## src/sv/whwf_pkg.sv

```systemverilog
// Shared types and constants for the weighted window hole fill unit.
// No dependencies; every other file refers to it by scoped names.
package whwf_pkg;

    localparam int MAX_WIDTH  = 1024;
    localparam int XW         = $clog2(MAX_WIDTH);
    localparam int WW         = $clog2(MAX_WIDTH + 1);
    localparam int TW         = $clog2(3 * MAX_WIDTH + 4);
    localparam int FIFO_DEPTH = 8;
    localparam int FAW        = $clog2(FIFO_DEPTH);
    localparam int PIX_W      = 25;

    localparam logic [1:0] ST_MAPPED   = 2'd0;
    localparam logic [1:0] ST_FILLED   = 2'd1;
    localparam logic [1:0] ST_UNFILLED = 2'd2;

    localparam logic OP_PIXEL = 1'b0;
    localparam logic OP_FLUSH = 1'b1;

    localparam logic REG_WIDTH  = 1'b0;
    localparam logic REG_HEIGHT = 1'b1;

    typedef struct packed {
        logic [10:0] width;
        logic [11:0] height;
        logic        restart;
    } whwf_cfg_t;

    // one neighbourhood, summed, waiting for the divider
    typedef struct packed {
        logic [13:0] sum_r;
        logic [13:0] sum_g;
        logic [13:0] sum_b;
        logic [6:0]  cnt;
        logic [24:0] centre;
        logic        frame_end;
    } whwf_item_t;

    // weight mask, symmetric, zero at the centre
    function automatic logic [1:0] weight(input int a, input int b);
        logic [1:0] w;
        int da;
        int db;
        da = (a < 3) ? 3 - a : a - 3;
        db = (b < 3) ? 3 - b : b - 3;
        w = 2'd1;
        if (da == 0 && db == 0)
            w = 2'd0;
        else if ((da == 0 && db == 1) || (da == 1 && db == 0))
            w = 2'd3;
        else if ((da == 0 && db == 2) || (da == 2 && db == 0) || (da == 1 && db == 1))
            w = 2'd2;
        else if ((da == 0 && db == 3) || (da == 3 && db == 0))
            w = 2'd1;
        return w;
    endfunction

endpackage

```

## src/sv/whwf_back.sv

```systemverilog
// Back end: pipelined restoring divider, one quotient bit per stage, and result select.
// Depends on whwf_pkg.
module whwf_back (
    input  logic                    clk,
    input  logic                    rst_n,
    input  logic                    empty,
    input  whwf_pkg::whwf_item_t    head,
    output logic                    pop,
    output logic                    m_tvalid,
    input  logic                    m_tready,
    output logic [23:0]             m_tdata,   // red, green, blue
    output logic [1:0]              m_tuser,   // fill_status
    output logic                    m_tlast
);

    logic        v_reg [8];
    logic [13:0] rem_reg [8][3];
    logic [7:0]  q_reg [8][3];
    logic [6:0]  d_reg [8];
    logic [24:0] centre_reg [8];
    logic        fend_reg [8];
    logic        en;
    logic [13:0] src [3];

    function automatic logic [13:0] sub_step(input logic [13:0] rem, input logic [6:0] d,
                                             input int sh);
        logic [13:0] ds;
        ds = 14'(d) << sh;
        return (rem >= ds) ? rem - ds : rem;
    endfunction

    function automatic logic q_bit(input logic [13:0] rem, input logic [6:0] d, input int sh);
        logic [13:0] ds;
        ds = 14'(d) << sh;
        return rem >= ds;
    endfunction

    assign en  = !v_reg[7] || m_tready;
    assign pop = en && !empty;

    assign src[0] = head.sum_r;
    assign src[1] = head.sum_g;
    assign src[2] = head.sum_b;

    always_ff @(posedge clk or negedge rst_n)
    begin
        if (!rst_n)
        begin
            for (int k = 0; k < 8; k++)
                v_reg[k] <= 1'b0;
        end
        else if (en)
        begin
            v_reg[0] <= !empty;
            for (int k = 1; k < 8; k++)
                v_reg[k] <= v_reg[k-1];
        end
    end

    always_ff @(posedge clk)
    begin
        if (en)
        begin
            for (int c = 0; c < 3; c++)
            begin
                rem_reg[0][c] <= sub_step(src[c], head.cnt, 7);
                q_reg[0][c]   <= {q_bit(src[c], head.cnt, 7), 7'd0};
            end
            d_reg[0]      <= head.cnt;
            centre_reg[0] <= head.centre;
            fend_reg[0]   <= head.frame_end;
            for (int k = 1; k < 8; k++)
            begin
                for (int c = 0; c < 3; c++)
                begin
                    rem_reg[k][c] <= sub_step(rem_reg[k-1][c], d_reg[k-1], 7 - k);
                    q_reg[k][c]   <= q_reg[k-1][c]
                                     | (8'(q_bit(rem_reg[k-1][c], d_reg[k-1], 7 - k)) << (7 - k));
                end
                d_reg[k]      <= d_reg[k-1];
                centre_reg[k] <= centre_reg[k-1];
                fend_reg[k]   <= fend_reg[k-1];
            end
        end
    end

    always_comb
    begin
        if (centre_reg[7][24])
        begin
            m_tdata = centre_reg[7][23:0];
            m_tuser = whwf_pkg::ST_MAPPED;
        end
        else if (d_reg[7] == 7'd0)
        begin
            m_tdata = centre_reg[7][23:0];
            m_tuser = whwf_pkg::ST_UNFILLED;
        end
        else
        begin
            m_tdata = {q_reg[7][2], q_reg[7][1], q_reg[7][0]};
            m_tuser = whwf_pkg::ST_FILLED;
        end
    end

    assign m_tvalid = v_reg[7];
    assign m_tlast  = fend_reg[7];

endmodule
```

## config.mk

```make
export PLATFORM = sky130hd
export DESIGN_NAME = whwf_back
export DESIGN_NICKNAME = d
export VERILOG_FILES = /design/src/sv/whwf_pkg.sv /design/src/sv/whwf_back.sv
export SDC_FILE = /design/constraint.sdc
export NUM_CORES = 1
export LEC_CHECK = 0
export BUFFER_PORTS_ARGS = -buffer_cell sky130_fd_sc_hd__buf_2
export CORE_MARGIN = 2
export CORE_UTILIZATION = 55
export CTS_BUF_LIST = sky130_fd_sc_hd__clkbuf_8
export DETAILED_ROUTE_END_ITERATION = 7
export PLACE_DENSITY = 0.78
export SLEW_MARGIN = 0
export SYNTH_ARGS = -nofsm -noshare
export SYNTH_HDL_FRONTEND = slang
export SYNTH_SLANG_ARGS = --single-unit
```

## constraint.sdc

```tcl
create_clock -name clk -period 20.1 [get_ports clk]
set_clock_uncertainty 0.1 [all_clocks]
set_input_delay 1.005 -clock clk [delete_from_list [all_inputs] [get_ports clk]]
set_output_delay 1.005 -clock clk [all_outputs]
set_load 0.1 [all_outputs]
```

After elaboration in Yosys (flattened, before gate mapping)
Memory sizes are Yosys's and may differ from the RTL's. Cells that the tools add are included.

Bitwise gates (word level): 21. Add/subtract/negate cells: 24. Reductions and logical operators: 5. Mux-type cells: 30. Order comparisons: 24.

Operators with widths (number): $mux W14 (24); $mux W24 (2); $ge A14 B10 Y1 (3); $ge A14 B11 Y1 (3); $ge A14 B12 Y1 (3); $ge A14 B13 Y1 (3); $ge A14 B14 Y1 (3); $ge A14 B7 Y1 (3); $ge A14 B8 Y1 (3); $ge A14 B9 Y1 (3); $sub A14 B10 Y14 (3); $sub A14 B11 Y14 (3); $sub A14 B12 Y14 (3); $sub A14 B13 Y14 (3); $sub A14 B14 Y14 (3); $sub A14 B7 Y14 (3); $sub A14 B8 Y14 (3); $sub A14 B9 Y14 (3); $or A8 B1 Y8 (3); $or A8 B2 Y8 (3); $or A8 B3 Y8 (3); $or A8 B4 Y8 (3); $or A8 B5 Y8 (3); $or A8 B6 Y8 (3); other kinds (7) (12).

Memories: 5. Output and inout bits: 29. Input bits: 79. Memory bits (writable): 792. Bits in registers: 8. Logic and storage cells: 117.

Memories: rem_reg (depth 8, bits a word 42, rd ports 7, clocked after Yosys merged registers in 0, wr ports 8, RTL line whwf_back.sv:17) `logic [13:0] rem_reg [8][3];`; centre_reg (depth 8, bits a word 25, rd ports 8, clocked after Yosys merged registers in 0, wr ports 8, RTL line whwf_back.sv:20) `logic [24:0] centre_reg [8];`; q_reg (depth 8, bits a word 24, rd ports 8, clocked after Yosys merged registers in 0, wr ports 8, RTL line whwf_back.sv:18) `logic [7:0] q_reg [8][3];`; d_reg (depth 8, bits a word 7, rd ports 8, clocked after Yosys merged registers in 0, wr ports 8, RTL line whwf_back.sv:19) `logic [6:0] d_reg [8];`; fend_reg (depth 8, bits a word 1, rd ports 8, clocked after Yosys merged registers in 0, wr ports 8, RTL line whwf_back.sv:21) `logic fend_reg [8];`.

Depth between registers and ports, before layout
Depth after elaboration: 4. Mapped depth: 12. Mapped depth without buffers: 11.

Worst setup path after synthesis
No wires, ideal clock.

Path kind: input to register. From: in m_tready. To: mem centre_reg[0][0], enable pin. Setup time: 1.007 ns. Path slack: 4.959 ns. Stages on the path: 3. Data arrival time: 14.033 ns. Data required time: 18.993 ns. Buffers on the path: 1. Cell sequence: nor2b_1 > clkbuf_1 > inv_1.

RTL lines: start, declared (RTL line whwf_back.sv:10) `input logic m_tready,`; end, declared (RTL line whwf_back.sv:20).

==> results.txt <==
The maximum clock insertion buffer count came out at 3. The arrival time at the worst endpoint is 5.61 ns. Adding up every negative setup slack in the final design gives 0 ns. The fraction of the mapped netlist area in simple logic gates is 0.0880. The initial antenna violation count is 1.

STA classifies the critical path startpoint as a flop. The utilization after layout is 0.615. The total of endpoints with negative setup slack in the final report is 0. Buffers inserted to repair hold after CTS numbered 1.

Fill cells in the final layout number 4,087. The starting density of the core came out at 0.553. The total number of vias is 17.7k. The DRC violation count after routing is 0. The via count of the first global-routing pass came out at 17.8k. The biggest area contributor in the post-synthesis netlist is sky130_fd_sc_hd__edfxtp_1. The clock transition at the registers of the reported paths is 0.06 ns. The share of cells above drive strength 1 is 0.155.

Of all nets on the critical path, the largest fanout is 158. During placement, the flow inserted port buffers numbering 107. After synthesis, the largest family of logic cells by area is compound AO/OA/AOI/OAI gates. The worst setup path is captured at a flop. The static leakage is 0.0131 uW. Across every metal layer, demand over resource in global routing totals 0.193. By count the netlist is led by sky130_fd_sc_hd__edfxtp_1 (666), sky130_fd_sc_hd__ha_1 (168), sky130_fd_sc_hd__nor2_1 (154). The average wire per standard cell came out at 17.3 microns. The launch point of the worst hold path is centre_reg[0][81]$_DFFE_PN_. The portion of netlist area occupied by mux cells came out at 0.0408.

The worst min-delay path class is flop to flop. The worst hold path terminates at centre_reg[1][6]$_DFFE_PN_. The worst hold path depth came out at 0. The row count is 87.

The number of gates resized after CTS is 0. In this run the remaining antenna-violating nets after routing total 0. The post-detailed-route via-to-cell ratio came out at 5.49.

In the final layout, the multi-input gates occupy 10,100 sq um. By instance count, the cell type seen most on the critical path is sky130_fd_sc_hd__buf_4. The total clock buffers created by CTS is 107. The synthesized instance count came out at 2,184. The length of the first detailed-routing pass in iterations came out at 8. The final layout contains 2,658 nets. The first-pass GRT wire length came out at 88.1 mm. The largest stage delay on the critical path came out at 0.94 ns. Among all flip-flop cells after synthesis, the most frequent one is sky130_fd_sc_hd__edfxtp_1. The global-route congestion overflow total came out at 0.

The tool flagged a number of max-cap violations equal to 0. The area occupied by registers came out at 20,200 sq um. The worst path needs 5.41 ns of the cycle, external delays included. At the pin with the least slew margin, the transition time is 1.07 ns.

The die boundary height is 241 microns. By startpoint and endpoint, the worst setup path is classified as flop to flop. In this run the critical register-to-register path is captured at rem_reg[6][3]$_DFFE_PN_. The insertion delay to the later sink of the worst-skew pair is 0.69 ns. The relative max-transition margin is 0.283. The maximum vdd ir drop is 0.0870 mV. At the end of routability-driven placement, the weighted congestion stood at 0.887. The async set or reset register ratio after synthesis is 0.0119. In this run the standard cell core region covers 56,100 sq um. The fraction of synthesized cell area taken by the top area cell type came out at 0.645. The count of flip-flops with a built-in enable after synthesis is 666. The die covers 58,300 sq um. The final total power is 6280 uW.

Entering global routing, the biggest net connects 159 pins. Setup repair after global routing left no endpoint under its margin. TritonCTS built the clock tree.

Walking the worst path, the cells encountered are nor2b_1 -> inv_8 -> buf_4 -> buf_4 -> buf_4 -> buf_4. The flip-flop count of the largest register after layout came out at 294. The detailed placement HPWL is 40.5 mm.

Based on the critical path, the design can be clocked at up to 185 MHz. The share of synthesized cell area in full adder, half adder and majority cells came out at 0.0814. The first-iteration detailed-routing DRC count came out at 900. The final count of pins violating max slew came out at 0. The number of hold violations in the final report came out at 0. The distinct cell type count after synthesis is 74.

Wires add up to 55.7 mm. Across all hold checks on the routed design, the worst slack comes to 0.311 ns. After synthesis, the cell types taking the most area are sky130_fd_sc_hd__edfxtp_1 (65%), sky130_fd_sc_hd__ha_1 (6.8%), sky130_fd_sc_hd__mux2_2 (2.4%).

The synthesized-area fraction occupied by ao, oa, aoi and oai cells is 0.0894. CTS built an H-tree with a depth of 3. The average size of a mapped cell came out at 14.2 sq um. The share of synthesized area occupied by flip-flops and latches came out at 0.652. The net count of the mapped netlist came out at 2,452. sky130_fd_sc_hd__edfxtp_1 is the most common cell in the netlist. The CTS sink count is 674. In this run the critical register-to-register path is launched from m_tvalid$_DFFE_PN0N_. The area growth from synthesis to layout is 11.2%. The register bit total from synthesis is 674. The ratio of final minimum period to clock period is 0.269. The run finished with clean final reports.

The cell sitting at the root of the clock tree is a sky130_fd_sc_hd__clkbuf_8. In this run the register-to-register setup slack is 14.69 ns. The worst endpoint required time came out at 20.30 ns. The power density over cell area came out at 182 nW/um^2. For this run, the number of Yosys warnings is 0. The cell with the largest stage delay on the worst path is sky130_fd_sc_hd__buf_4. Of the total synthesized cell area, the portion taken by XOR and XNOR cells is 0.0274. The cell area that synthesis handed to floorplanning was 31,000 sq um. The overall die width came out at 241 microns.

Post-CTS timing repair inserted 0 buffers for setup. The number of cells on the worst reg-to-reg path came out at 6. The I/O pin count came out at 108.
[power by group]
part           internal (uW)  switching [uW]  total, uW
Clock                    589             511       1100
Combinational            982            1490       2480
Sequential              2410             294       2710
Total                   3980            2300       6280
[placed cells by master, fill, tap and decap left out, drive strengths merged, types with 5 or more instances in the layout]
cell type / count
nand3b: 7
o31a: 18
mux2: 89
nand2b: 31
dfrtp: 8
bufinv: 5
o21ai: 134
ha: 168
nor4: 31
nand2: 119
clkbuf: 114
inv: 174
o21a: 34
nand4b: 15
a21oi: 123
nand4: 16
buf: 115
o31ai: 20
edfxtp: 666
a311o: 5
nor3b: 7
xor2: 27
a31oi: 8
nor3: 47
nor4b: 11
mux2i: 19
a21boi: 15
a211o: 8
a21o: 30
clkinv: 36
or3: 9
nand3: 17
nor2b: 34
xnor2: 70
or4: 7
nor2: 157
fa: 21
a211oi: 16
[layout make-up]
type / instances / area share
timing repair buffer: 116 / 0.0176
clock inverter: 77 / 0.0140
clock buffer: 114 / 0.0455
multi-input combinational: 1351 / 0.294
tap: 756 / 0.0274
sequential: 674 / 0.586
inverter: 140 / 0.0155
antenna: 1 / 0.0000726
[kinds of logic after synthesis]
logic type,after synthesis
and+or+nand+nor,519
buffers and inverters,159
xor gates and xnor gates,97
adders and majority gates,189
muxes,108
AOI/OAI and AO/OA,438
DFF,674
[worst max-delay path: cells and delay by family, from the launching register on]
family | cells | cell delay (ns)
DFF | 1 | 0.38
and+or+nand+nor | 1 | 0.29
buffers and inverters | 5 | 4.10
[how the worst max path moves through the flow]
stage                    startpoint                         end  slack (ns)
4_1_cts        m_tvalid$_DFFE_PN0N_    rem_reg[6][41]$_DFFE_PN_       14.58
5_1_grt        m_tvalid$_DFFE_PN0N_    rem_reg[6][38]$_DFFE_PN_       14.17
3_5_place_dp               m_tready     rem_reg[6][8]$_DFFE_PN_       13.98
3_3_place_gp               m_tready     rem_reg[6][6]$_DFFE_PN_       14.17
6_report       m_tvalid$_DFFE_PN0N_     rem_reg[6][3]$_DFFE_PN_       14.69
2_1_floorplan              m_tready  centre_reg[0][0]$_DFFE_PN_        4.96
[through the flow]
| stage | instances | worst slack [ns] | area [sq um] |
|---|---|---|---|
| 3_5_place_dp | 3036 | 13.98 | 32400 |
| 5_1_grt | 3229 | 14.17 | 34500 |
| 6_report | 3229 | 14.69 | 34500 |
| 3_3_place_gp | 3036 | 14.17 | 32400 |
| 2_1_floorplan | 2184 | 4.96 | 31000 |
| 4_1_cts | 3228 | 14.58 | 34500 |
[metal layers]
| metal | vias up | share of wire | track usage |
|---|---|---|---|
| met5 | - | 0 | 0 |
| met2 | 450 | 0.50 | 0.335 |
| met1 | 8399 | 0.41 | 0.227 |
| met4 | 0 | 0.052 | 0.109 |
| li1 | 8713 | - | - |
| met3 | 161 | 0.036 | 0.0344 |
(Power assumes the default switching activity.)
