==> src/sv/whwf_pkg.sv <==
// Shared types and constants for the weighted window hole fill unit.
// No dependencies; every other file refers to it by scoped names.
package whwf_pkg;

    localparam int MAX_WIDTH  = 1024;
    localparam int XW         = $clog2(MAX_WIDTH);
    localparam int WW         = $clog2(MAX_WIDTH + 1);
    localparam int TW         = $clog2(3 * MAX_WIDTH + 4);
    localparam int FIFO_DEPTH = 8;
    localparam int FAW        = $clog2(FIFO_DEPTH);
    localparam int PIX_W      = 25;

    localparam logic [1:0] ST_MAPPED   = 2'd0;
    localparam logic [1:0] ST_FILLED   = 2'd1;
    localparam logic [1:0] ST_UNFILLED = 2'd2;

    localparam logic OP_PIXEL = 1'b0;
    localparam logic OP_FLUSH = 1'b1;

    localparam logic REG_WIDTH  = 1'b0;
    localparam logic REG_HEIGHT = 1'b1;

    typedef struct packed {
        logic [10:0] width;
        logic [11:0] height;
        logic        restart;
    } whwf_cfg_t;

    // one neighbourhood, summed, waiting for the divider
    typedef struct packed {
        logic [13:0] sum_r;
        logic [13:0] sum_g;
        logic [13:0] sum_b;
        logic [6:0]  cnt;
        logic [24:0] centre;
        logic        frame_end;
    } whwf_item_t;

    // weight mask, symmetric, zero at the centre
    function automatic logic [1:0] weight(input int a, input int b);
        logic [1:0] w;
        int da;
        int db;
        da = (a < 3) ? 3 - a : a - 3;
        db = (b < 3) ? 3 - b : b - 3;
        w = 2'd1;
        if (da == 0 && db == 0)
            w = 2'd0;
        else if ((da == 0 && db == 1) || (da == 1 && db == 0))
            w = 2'd3;
        else if ((da == 0 && db == 2) || (da == 2 && db == 0) || (da == 1 && db == 1))
            w = 2'd2;
        else if ((da == 0 && db == 3) || (da == 3 && db == 0))
            w = 2'd1;
        return w;
    endfunction

endpackage

==> src/sv/whwf_fifo.sv <==
// Short queue between the front and back ends.
// Depends on whwf_pkg.
module whwf_fifo (
    input  logic                    clk,
    input  logic                    rst_n,
    input  logic                    push,
    input  whwf_pkg::whwf_item_t    push_item,
    input  logic                    pop,
    output logic                    empty,
    output whwf_pkg::whwf_item_t    head,
    output logic [whwf_pkg::FAW:0]  count
);

    localparam int FAW = whwf_pkg::FAW;

    whwf_pkg::whwf_item_t mem_reg [whwf_pkg::FIFO_DEPTH];
    logic [FAW-1:0] wr_ptr_reg, rd_ptr_reg;
    logic [FAW:0]   count_reg;
    logic           do_pop;

    assign empty  = (count_reg == '0);
    assign head   = mem_reg[rd_ptr_reg];
    assign count  = count_reg;
    assign do_pop = pop && !empty;

    always_ff @(posedge clk or negedge rst_n)
    begin
        if (!rst_n)
        begin
            wr_ptr_reg <= '0;
            rd_ptr_reg <= '0;
            count_reg  <= '0;
        end
        else
        begin
            if (push)
                wr_ptr_reg <= wr_ptr_reg + FAW'(1);
            if (do_pop)
                rd_ptr_reg <= rd_ptr_reg + FAW'(1);
            count_reg <= count_reg + (FAW+1)'(push) - (FAW+1)'(do_pop);
        end
    end

    always_ff @(posedge clk)
    begin
        if (push)
            mem_reg[wr_ptr_reg] <= push_item;
    end

endmodule

==> config.mk <==
export PLATFORM = sky130hd
export DESIGN_NAME = whwf_fifo
export DESIGN_NICKNAME = d
export VERILOG_FILES = /design/src/sv/whwf_pkg.sv /design/src/sv/whwf_fifo.sv
export SDC_FILE = /design/constraint.sdc
export NUM_CORES = 1
export LEC_CHECK = 0
export ABC_CLOCK_PERIOD_IN_PS = 7200
export BUFFER_PORTS_ARGS = -buffer_cell sky130_fd_sc_hd__buf_2
export CORE_UTILIZATION = 47
export DETAILED_ROUTE_END_ITERATION = 10
export SLEW_MARGIN = 10
export SYNTH_ARGS = -nofsm -noshare
export SYNTH_HDL_FRONTEND = slang
export SYNTH_SLANG_ARGS = --single-unit
export TNS_END_PERCENT = 10
==> constraint.sdc <==
create_clock -name clk -period 7.2 [get_ports clk]
set_input_delay 0.36 -clock clk [delete_from_list [all_inputs] [get_ports clk]]
set_output_delay 0.36 -clock clk [all_outputs]
set_load 0.05 [all_outputs]
**After elaboration in Yosys (flattened, before gate mapping)**

Memories as Yosys holds them, arrays and structs flattened.
Index checks and enable logic that the tools add are counted.

- Word-level logic and storage cells: 13
- Output and inout port bits: 80
- Bits in latches: 0
- Flip-flop bits (word level): 10
- Memories: 1
- RAM bits: 600
- Input bits: 79
- ROM bits: 0

- Equality and inequality tests: 0
- Multiplexer cells: 2
- $lt $le $gt $ge: 0
- Reductions and logical operators: 3
- Shift-type cells: 0
- $mul: 0
- $add $sub $neg: 4
- Bitwise logic cells: 0
- Divide/modulo/power cells: 0

Memory list:

| memory | depth | bits a word | rd ports | clocked after memory_dff | wr ports | RTL line | RTL |
|---|---|---|---|---|---|---|---|
| mem_reg | 8 | 75 | 1 | 0 | 1 | whwf_fifo.sv:16 | `whwf_pkg::whwf_item_t mem_reg [whwf_pkg::FIFO_DEPTH];` |

Operator list:

| operator | number |
|---|---|
| $add A3 B1 Y3 const B | 2 |
| $add A4 B1 Y4 | 1 |
| $logic_not A4 Y1 | 1 |
| $sub A4 B1 Y4 | 1 |
| $mux W1 | 2 |
| $logic_and A1 B1 Y1 | 1 |
| $logic_not A1 Y1 | 1 |

**Longest topological paths before layout**

Gate-level depths: netlist of run 1.

- Word-level depth: 4
- Gate-level depth with buffers: 11
- Gate-level depth less buffers: 11

**Worst setup path before layout of run 1**

No wires, ideal clock.

- Kind: register -> register
- Start: reg wr_ptr_reg[1]
- End: mem mem_reg[0][0] in the netlist's numbering (enable)
- Setup time: 0.600 ns
- Slack: 0.939 ns
- Data required time: 6.600 ns
- Path buffers: 0
- Stages on the path, launching flop included: 3
- Period minus slack after synthesis: 6.261 ns
- Arrival time: 5.661 ns
- Path through: dfrtp_1 -> nand2b_1 -> nor3_1

RTL lines:

| what | RTL line | RTL |
|---|---|---|
| from (decl) | whwf_fifo.sv:17 | `logic [FAW-1:0] wr_ptr_reg, rd_ptr_reg;` |
| from (signal assigned) | whwf_fifo.sv:37 | `wr_ptr_reg <= wr_ptr_reg + FAW'(1);` |
| to (decl) | whwf_fifo.sv:16 |  |

Straight into the memory's write port.

==> results of run 1 <==
[cells by family (layout without fill, tap and decap cells)]
family | count (synthesis) | in the layout | synth area share
flops | 610 | 610 | 0.792
other cells | 0 | 3 | 0
compound gates | 2 | 2 | 0.000543
buf+inv | 49 | 356 | 0.0122
simple gates | 18 | 18 | 0.00364
mux | 227 | 227 | 0.184
xor+xnor | 6 | 6 | 0.00228
fa+ha+maj | 8 | 8 | 0.00467
[worst min-delay path by stage]
stage / start / endpoint / cells after the start / slack [ps]
after floorplan: rst_n / count[0] / 0 / 60
after global placement: rst_n / count[2] / 1 / 240
after detailed placement: rst_n / count[0] / 1 / 240
after CTS: push_item[52] / mem_reg[2][52] / 1 / 0.2
after global routing: push_item[73] / mem_reg[3][73] / 1 / 20
final: push_item[73] / mem_reg[1][73] / 1 / 30
[layout make-up]
type | count | area (sq um) | area share
repair buffers | 236 | 1550 | 0.0573
multi-input cells | 261 | 4560 | 0.168
well taps | 615 | 769 | 0.0284
clock buffers | 80 | 1640 | 0.0606
flip-flops and latches | 610 | 18300 | 0.675
inverters | 7 | 26.3 | 0.000970
clock inverters | 33 | 254 | 0.00938
diodes | 3 | 7.51 | 0.000277
[layout by cell type (no fill, tap or decap), types with 7 or more instances in the layout]
cell type / n
sky130_fd_sc_hd__clkbuf_16: 63
sky130_fd_sc_hd__mux4_2: 150
sky130_fd_sc_hd__mux2_2: 77
sky130_fd_sc_hd__buf_2: 158
sky130_fd_sc_hd__clkbuf_1: 17
sky130_fd_sc_hd__inv_1: 7
sky130_fd_sc_hd__dlygate4sd3_1: 60
sky130_fd_sc_hd__clkinv_2: 10
sky130_fd_sc_hd__dfrtp_1: 7
sky130_fd_sc_hd__clkinv_1: 16
sky130_fd_sc_hd__edfxtp_1: 600
sky130_fd_sc_hd__buf_4: 16
sky130_fd_sc_hd__ha_1: 7
[metal layers]
metal,global-route usage,up-vias
met1,0.255,5519
li1,-,4451
met5,0,-
met4,0.0479,0
met2,0.309,203
met3,0.0358,60
[critical path, cell delays in order (launching register included)]
cell and delay [ps]:
sky130_fd_sc_hd__dfrtp_4 950, sky130_fd_sc_hd__buf_12 600, sky130_fd_sc_hd__mux4_2 590, sky130_fd_sc_hd__mux2_2 290, sky130_fd_sc_hd__buf_2 220
[power by group]
group          total, uW  internal, uW  switching [uW]
sequential          4700          4470             233
clock               3000          1730            1270
combinational       4310          1550            2760
total              12000          7750            4260
[metrics by stage]
step | setup slack, ps | instance area, sq um
2_1_floorplan | 939 | 23100
3_3_place_gp | 3970 | 24600
3_5_place_dp | 3980 | 24600
4_1_cts | 3300 | 27100
5_1_grt | 3160 | 27100
6_report | 3450 | 27100
==> tab_implementation.tex, run 1 <==
\begin{tabular}{lr}
\hline
Metric & Value \\
\hline
\multicolumn{2}{l}{\textbf{Synth}} \\
\quad Synthesized instance count & 920 \\
\quad Post-Synthesis Net Count & 1007 \\
\quad Ranking of synthesized cells by area & sky130\_fd\_sc\_hd\_\_edfxtp\_1 78\%, sky130\_fd\_sc\_hd\_\_mux4\_2 15\%, sky130\_fd\_sc\_hd\_\_mux2\_2 3.8\%, sky130\_fd\_sc\_hd\_\_dfrtp\_1 1.1\%, sky130\_fd\_sc\_hd\_\_buf\_6 0.49\% \\
\quad Synth Flop Type & sky130\_fd\_sc\_hd\_\_edfxtp\_1 \\
\quad Largest area contributor in the synthesized netlist & sky130\_fd\_sc\_hd\_\_edfxtp\_1 \\
\quad Post-synth EDFFs & 600 \\
\quad Most instantiated cells after synthesis & 600 x sky130\_fd\_sc\_hd\_\_edfxtp\_1, 150 x sky130\_fd\_sc\_hd\_\_mux4\_2, 77 x sky130\_fd\_sc\_hd\_\_mux2\_2, 18 x sky130\_fd\_sc\_hd\_\_buf\_2 \\
\quad Most common cell in the synthesized netlist & sky130\_fd\_sc\_hd\_\_edfxtp\_1 \\
\quad Post-Synthesis Mean Instance Area & 25.1 sq um \\
\quad Share of synthesized area occupied by flip-flops and latches & 0.792 \\
\quad Area share of the leading cell type in the synthesized netlist & 0.782 \\
\quad Count of state elements after synthesis & 610 \\
\quad Synth warnings & 0 \\
\quad Async set-reset flop share out of synthesis & 0.0164 \\
\quad Cell Area, Synth & 23100 sq um \\
\quad Count of cell types in the netlist & 20 \\
\multicolumn{2}{l}{\textbf{Routing}} \\
\quad Per-cell via count in the routed design & roughly 5.5 \\
\quad DR WL/cell & 24.4 microns \\
\quad \# DRC & 0 \\
\quad DR WL met3 & $\sim$1900 microns \\
\quad Count of antenna-violating nets left after detailed routing & 0 \\
\quad Highest metal layer with signal wires & met4 \\
\quad Wirelength, routed & 45100 microns \\
\quad TritonRoute pass-1 iters & 4 \\
\quad Met2 wire len & 22500 microns \\
\quad First-iteration detailed-routing DRC count & about 670 \\
\quad Total routed wire length on the met1 layer & 20000 microns \\
\quad Via count of the routed design & 10233 \\
\multicolumn{2}{l}{\textbf{Critical path}} \\
\quad Reg2Reg Setup Slack & 4320 ps \\
\quad Type of element capturing the critical path & primary output \\
\quad Crit path arrival time & 3390 ps \\
\quad Worst EP required & 6840 ps \\
\quad CP endpoint & head[0] \\
\quad Source of the critical timing path & rd\_ptr\_reg[0] \\
\quad Startpoint kind of the worst setup timing path & flop \\
\quad Launch instance of the worst register-to-register path & wr\_ptr\_reg[1] \\
\quad Register-to-Register Path Depth & 3 \\
\quad Start-to-end type of the worst setup path & flop to primary output \\
\quad Crit Path Max Fanout & 85 \\
\quad Capture instance of the worst register-to-register path & mem\_reg[4][29] \\
\multicolumn{2}{l}{\textbf{Pwr}} \\
\quad PwrDens & between 400 and 500 nW/um\^{}2 \\
\quad Maximum resistive drop on vdd & 0.519 mV \\
\quad Leakage power of the design & 0.00888 uW \\
\quad Total Power Consumption & 12000 uW \\
\multicolumn{2}{l}{\textbf{CTS}} \\
\quad CTS sink cnt & 610 \\
\quad Buffer depth of the longest clock path & 3 \\
\quad Number of cells upsized or downsized after cts & 0 \\
\quad Clock root cell & sky130\_fd\_sc\_hd\_\_clkbuf\_16 \\
\quad CTS Hold Buffers Added & 60 \\
\quad H-tree depth & 2 \\
\quad Clock transition at path regs & 60 ps \\
\quad Clock tree from TritonCTS & built \\
\quad Insertion delay to the later sink of the worst-skew pair & slightly above 600 ps \\
\quad Setup Buffers After CTS & 0 \\
\quad Number of buffers added by the clock tree synthesis step & 61 \\
\multicolumn{2}{l}{\textbf{Die}} \\
\quad Overall die height & 223 microns \\
\quad Die Area & 49900 sq um \\
\quad Initial core utilization & 0.480 \\
\quad Number of primary I/O pins & 159 \\
\quad Width of the die & 223 microns \\
\quad Core area & approximately 48000 sq um \\
\quad FP Rows & 80 \\
\multicolumn{2}{l}{\textbf{GRT}} \\
\quad Number of antenna violations at the first check in global routing & 3 \\
\quad Global-route total usage across every layer & 0.186 \\
\quad Wire length of the first global-routing pass & 68000 microns \\
\quad Vias in the first global route & 10895 \\
\quad Global route overflow & 0 \\
\quad Pin count of the biggest net entering global routing & 151 \\
\multicolumn{2}{l}{\textbf{Place}} \\
\quad I/O Buffers & 158 \\
\quad Detailed placer's ending HPWL & 22600 microns \\
\quad Number of instances in the placed design & 1669 \\
\quad RD Place Congestion & approximately 0.68 \\
\multicolumn{2}{l}{\textbf{STA}} \\
\quad Worst slack on hold paths & 31.8 ps \\
\quad Count of endpoints failing hold in the final timing report & 0 \\
\quad Max frequency & 267 MHz \\
\quad Max Transition Viols Final & 0 \\
\quad Final total negative setup slack & 0 ps \\
\quad Portion of the clock cycle consumed by the worst path in the final layout & 0.521 \\
\quad RSZ-0062 raised after global routing & false \\
\quad Slew of the pin with the lowest slew margin & between 900 and 1000 ps \\
\quad Max Clock Skew & 19.6 ps \\
\quad Worst max-slew margin expressed relative to the limit & 0.340 \\
\quad Final critical-path required period & 3750 ps \\
\quad Number of endpoints failing setup at the final stage & 0 \\
\multicolumn{2}{l}{\textbf{Cells and area}} \\
\quad Largest register FFs & 600 \\
\quad Number of standard cells in the final layout excluding fillers & 1845 \\
\quad Layout net count & between 1000 and 1500 \\
\quad Share of layout cells above drive strength 1 & 0.403 \\
\quad Area added between synthesis and finish & 17.5\% \\
\quad Count of filler cells inserted in the layout & 3561 \\
\quad Utilization after layout & 0.564 \\
\multicolumn{2}{l}{\textbf{Run status}} \\
\quad Result of the run & completed \\
\multicolumn{2}{l}{\textbf{Run}} \\
\quad Max-cap violations & 0 \\
\multicolumn{2}{l}{\textbf{Hold path}} \\
\quad HP Class & primary input to flop \\
\hline
\end{tabular}
No activity file was read; power rests on OpenSTA's default activity.
==> inputs of run 2 (changes only) <==
Settings changed: ABC_CLOCK_PERIOD_IN_PS 7200 to 3600.
Clock period 7.2 ns to 3.6 ns, I/O delays scaled along.
==> run 2 against run 1 <==
  * First-iteration DRC count grew 14%
  * Clock-buffer cell count shrank 2
  * Final cell count grew 1.0%
  * Core utilization grew 0.73 points
  * Sequential share of layout area shrank 0.87 points
  * Critical path depth is the same
  * Combinational power grew 100%
  * Critical endpoint is now head[42]
  * Die area is the same
  * Clock skew shrank 1.7 ps
  * Flip-flop and latch count is the same
  * Register-to-register slack lost 3200 ps
  * Global-route usage shrank 0.39 points
==> tab_implementation.tex, run 2 (synthesis results as in run 1) <==
\begin{tabular}{lr}
\hline
Metric & Value \\
\hline
\multicolumn{2}{l}{\textbf{Place}} \\
\quad Detailed placer's ending HPWL & 22300 microns \\
\quad RD Place Congestion & 0.699 \\
\quad Pre-CTS setup slack & 1060 ps \\
\quad I/O Buffers & 158 \\
\multicolumn{2}{l}{\textbf{STA}} \\
\quad Max Clock Skew & $\sim$18 ps \\
\quad Final total negative setup slack & 0 ps \\
\quad Count of endpoints failing hold in the final timing report & 0 \\
\quad RSZ-0062 raised after global routing & false \\
\quad Slew of the pin with the lowest slew margin & 1000 ps \\
\quad Max Transition Viols Final & 0 \\
\quad Max frequency & roughly 320 MHz \\
\quad Worst max-slew margin expressed relative to the limit & 0.330 \\
\quad Final critical-path required period & 3110 ps \\
\quad Number of endpoints failing setup at the final stage & 0 \\
\quad Least setup slack across all paths after layout & 494 ps \\
\quad Portion of the clock cycle consumed by the worst path in the final layout & 0.863 \\
\multicolumn{2}{l}{\textbf{Critical path}} \\
\quad Highest-delay cell along the critical path & sky130\_fd\_sc\_hd\_\_dfrtp\_4 \\
\quad Start-to-end type of the worst setup path & flop to primary output \\
\quad Critical path's largest stage delay & 740 ps \\
\quad Worst-path cell chain & buf\_12 > mux4\_2 > mux2\_2 > buf\_2 \\
\quad Worst EP required & between 3000 and 4000 ps \\
\quad Startpoint kind of the worst setup timing path & flop \\
\quad Type of element capturing the critical path & primary output \\
\quad Crit Path Max Fanout & 51 \\
\quad Crit path arrival time & 2930 ps \\
\multicolumn{2}{l}{\textbf{Die}} \\
\quad Core area & 48000 sq um \\
\quad Number of primary I/O pins & 159 \\
\quad Die Area & 49900 sq um \\
\quad FP Rows & 80 \\
\quad Initial core utilization & 0.480 \\
\quad Overall die height & between 200 and 250 microns \\
\quad Width of the die & 223 microns \\
\multicolumn{2}{l}{\textbf{Pwr}} \\
\quad Total Power Consumption & approximately 24000 uW \\
\quad Leakage power of the design & about 0.0090 uW \\
\quad PwrDens & 885 nW/um\^{}2 \\
\quad Maximum resistive drop on vdd & between 0.7 and 0.8 mV \\
\multicolumn{2}{l}{\textbf{Routing}} \\
\quad DR WL/cell & 23.7 microns \\
\quad TritonRoute pass-1 iters & 6 \\
\quad First-iteration detailed-routing DRC count & 760 \\
\quad Wirelength, routed & 44200 microns \\
\quad Count of antenna-violating nets left after detailed routing & 0 \\
\quad \# DRC & 0 \\
\quad Per-cell via count in the routed design & 5.44 \\
\quad Via count of the routed design & slightly above 10000 \\
\multicolumn{2}{l}{\textbf{Run}} \\
\quad Max-cap violations & 0 \\
\multicolumn{2}{l}{\textbf{GRT}} \\
\quad Global route overflow & 0 \\
\quad Pin count of the biggest net entering global routing & 72 \\
\quad Global-route total usage across every layer & 0.182 \\
\quad Vias in the first global route & between 10000 and 15000 \\
\quad Number of antenna violations at the first check in global routing & 3 \\
\quad Wire length of the first global-routing pass & 66900 microns \\
\multicolumn{2}{l}{\textbf{Cells and area}} \\
\quad Total area of sequential cells & 18300 sq um \\
\quad Area occupied by multi-input gates & $\sim$4600 sq um \\
\quad Largest register FFs & 600 \\
\quad Most common library cell in the layout ignoring fill and taps & sky130\_fd\_sc\_hd\_\_edfxtp\_1 \\
\quad Utilization after layout & 0.571 \\
\quad Layout net count & around 1300 \\
\quad Count of filler cells inserted in the layout & 3561 \\
\quad Commonest cells after routing, fill and taps aside & 600 x sky130\_fd\_sc\_hd\_\_edfxtp\_1, 158 x sky130\_fd\_sc\_hd\_\_buf\_2, 150 x sky130\_fd\_sc\_hd\_\_mux4\_2, 79 x sky130\_fd\_sc\_hd\_\_dlygate4sd3\_1, 77 x sky130\_fd\_sc\_hd\_\_mux2\_2 \\
\quad Share of layout cells above drive strength 1 & 0.401 \\
\quad Area added between synthesis and finish & 19.0\% \\
\multicolumn{2}{l}{\textbf{Run status}} \\
\quad Result of the run & completed \\
\multicolumn{2}{l}{\textbf{CTS}} \\
\quad CTS sink cnt & slightly above 600 \\
\quad Number of cells upsized or downsized after cts & 0 \\
\quad Buffer depth of the longest clock path & 3 \\
\quad H-tree depth & 2 \\
\quad Clock root cell & sky130\_fd\_sc\_hd\_\_clkbuf\_16 \\
\quad Number of buffers added by the clock tree synthesis step & between 60 and 70 \\
\quad Insertion delay to the later sink of the worst-skew pair & 620 ps \\
\quad Clock transition at path regs & 60 ps \\
\quad Clock tree from TritonCTS & built \\
\multicolumn{2}{l}{\textbf{Hold path}} \\
\quad HP Class & primary input to flop \\
\hline
\end{tabular}
[run 2: final timing paths]
path	start	to	slack [ps]	cells past startpoint
min in group asynchronous	rst_n	count[2]	580	3
worst max register to register	count[2]	count[2]	1130	10
worst max-delay path	rd_ptr_reg[0]	head[42]	490	4
worst min register to register	wr_ptr_reg[1]	wr_ptr_reg[1]	560	1
worst min-delay path	push_item[71]	mem_reg[1][71]	360	2
max in group asynchronous	rst_n	rd_ptr_reg[2]	2660	3
[run 2: timing repair]
| action | in CTS | in global routing |
|---|---|---|
| buffers inserted | 0 | 0 |
| hold buffers | 79 | 0 |
| endpoints found under the hold margin | 617 | 0 |
[run 2: metrics by stage]
stage | cell area, sq um | std cells | hold WS, ps
floorplan | 23100 | 920 | -116
detailed placement | 24700 | 1673 | 55.3
global route | 27400 | 1864 | 354
global placement | 24700 | 1673 | 59.4
CTS | 27400 | 1863 | 324
finish | 27400 | 1864 | 356
[run 2: cell type report]
cell class,instances,area share
clock inverters,33,0.0107
clock buffers,78,0.0607
multi-input cells,261,0.167
flip-flops and latches,610,0.666
diodes,1,0.0000912
well taps,615,0.0280
repair buffers,259,0.0669
inverters,7,0.000958
[run 2: power breakdown]
part	internal (uW)	leakage [uW]	switching, uW
sequential	8930	0.00556	555
clock	3600	0.000943	2550
combinational	3190	0.00252	5440
[run 2: worst max-delay path, delay by kind of cell (launching register included)]
family	cells	cell delay, ps
multiplexers	2	860
flip-flops	1	740
buffers and inverters	2	650
[run 2: layer usage]
metal,wire (microns),up-vias,global-route usage
met1,19500,5392,0.254
met5,25,-,0
met2,22000,185,0.297
li1,-,4502,-
met3,1740,66,0.0315
met4,845,4,0.0530
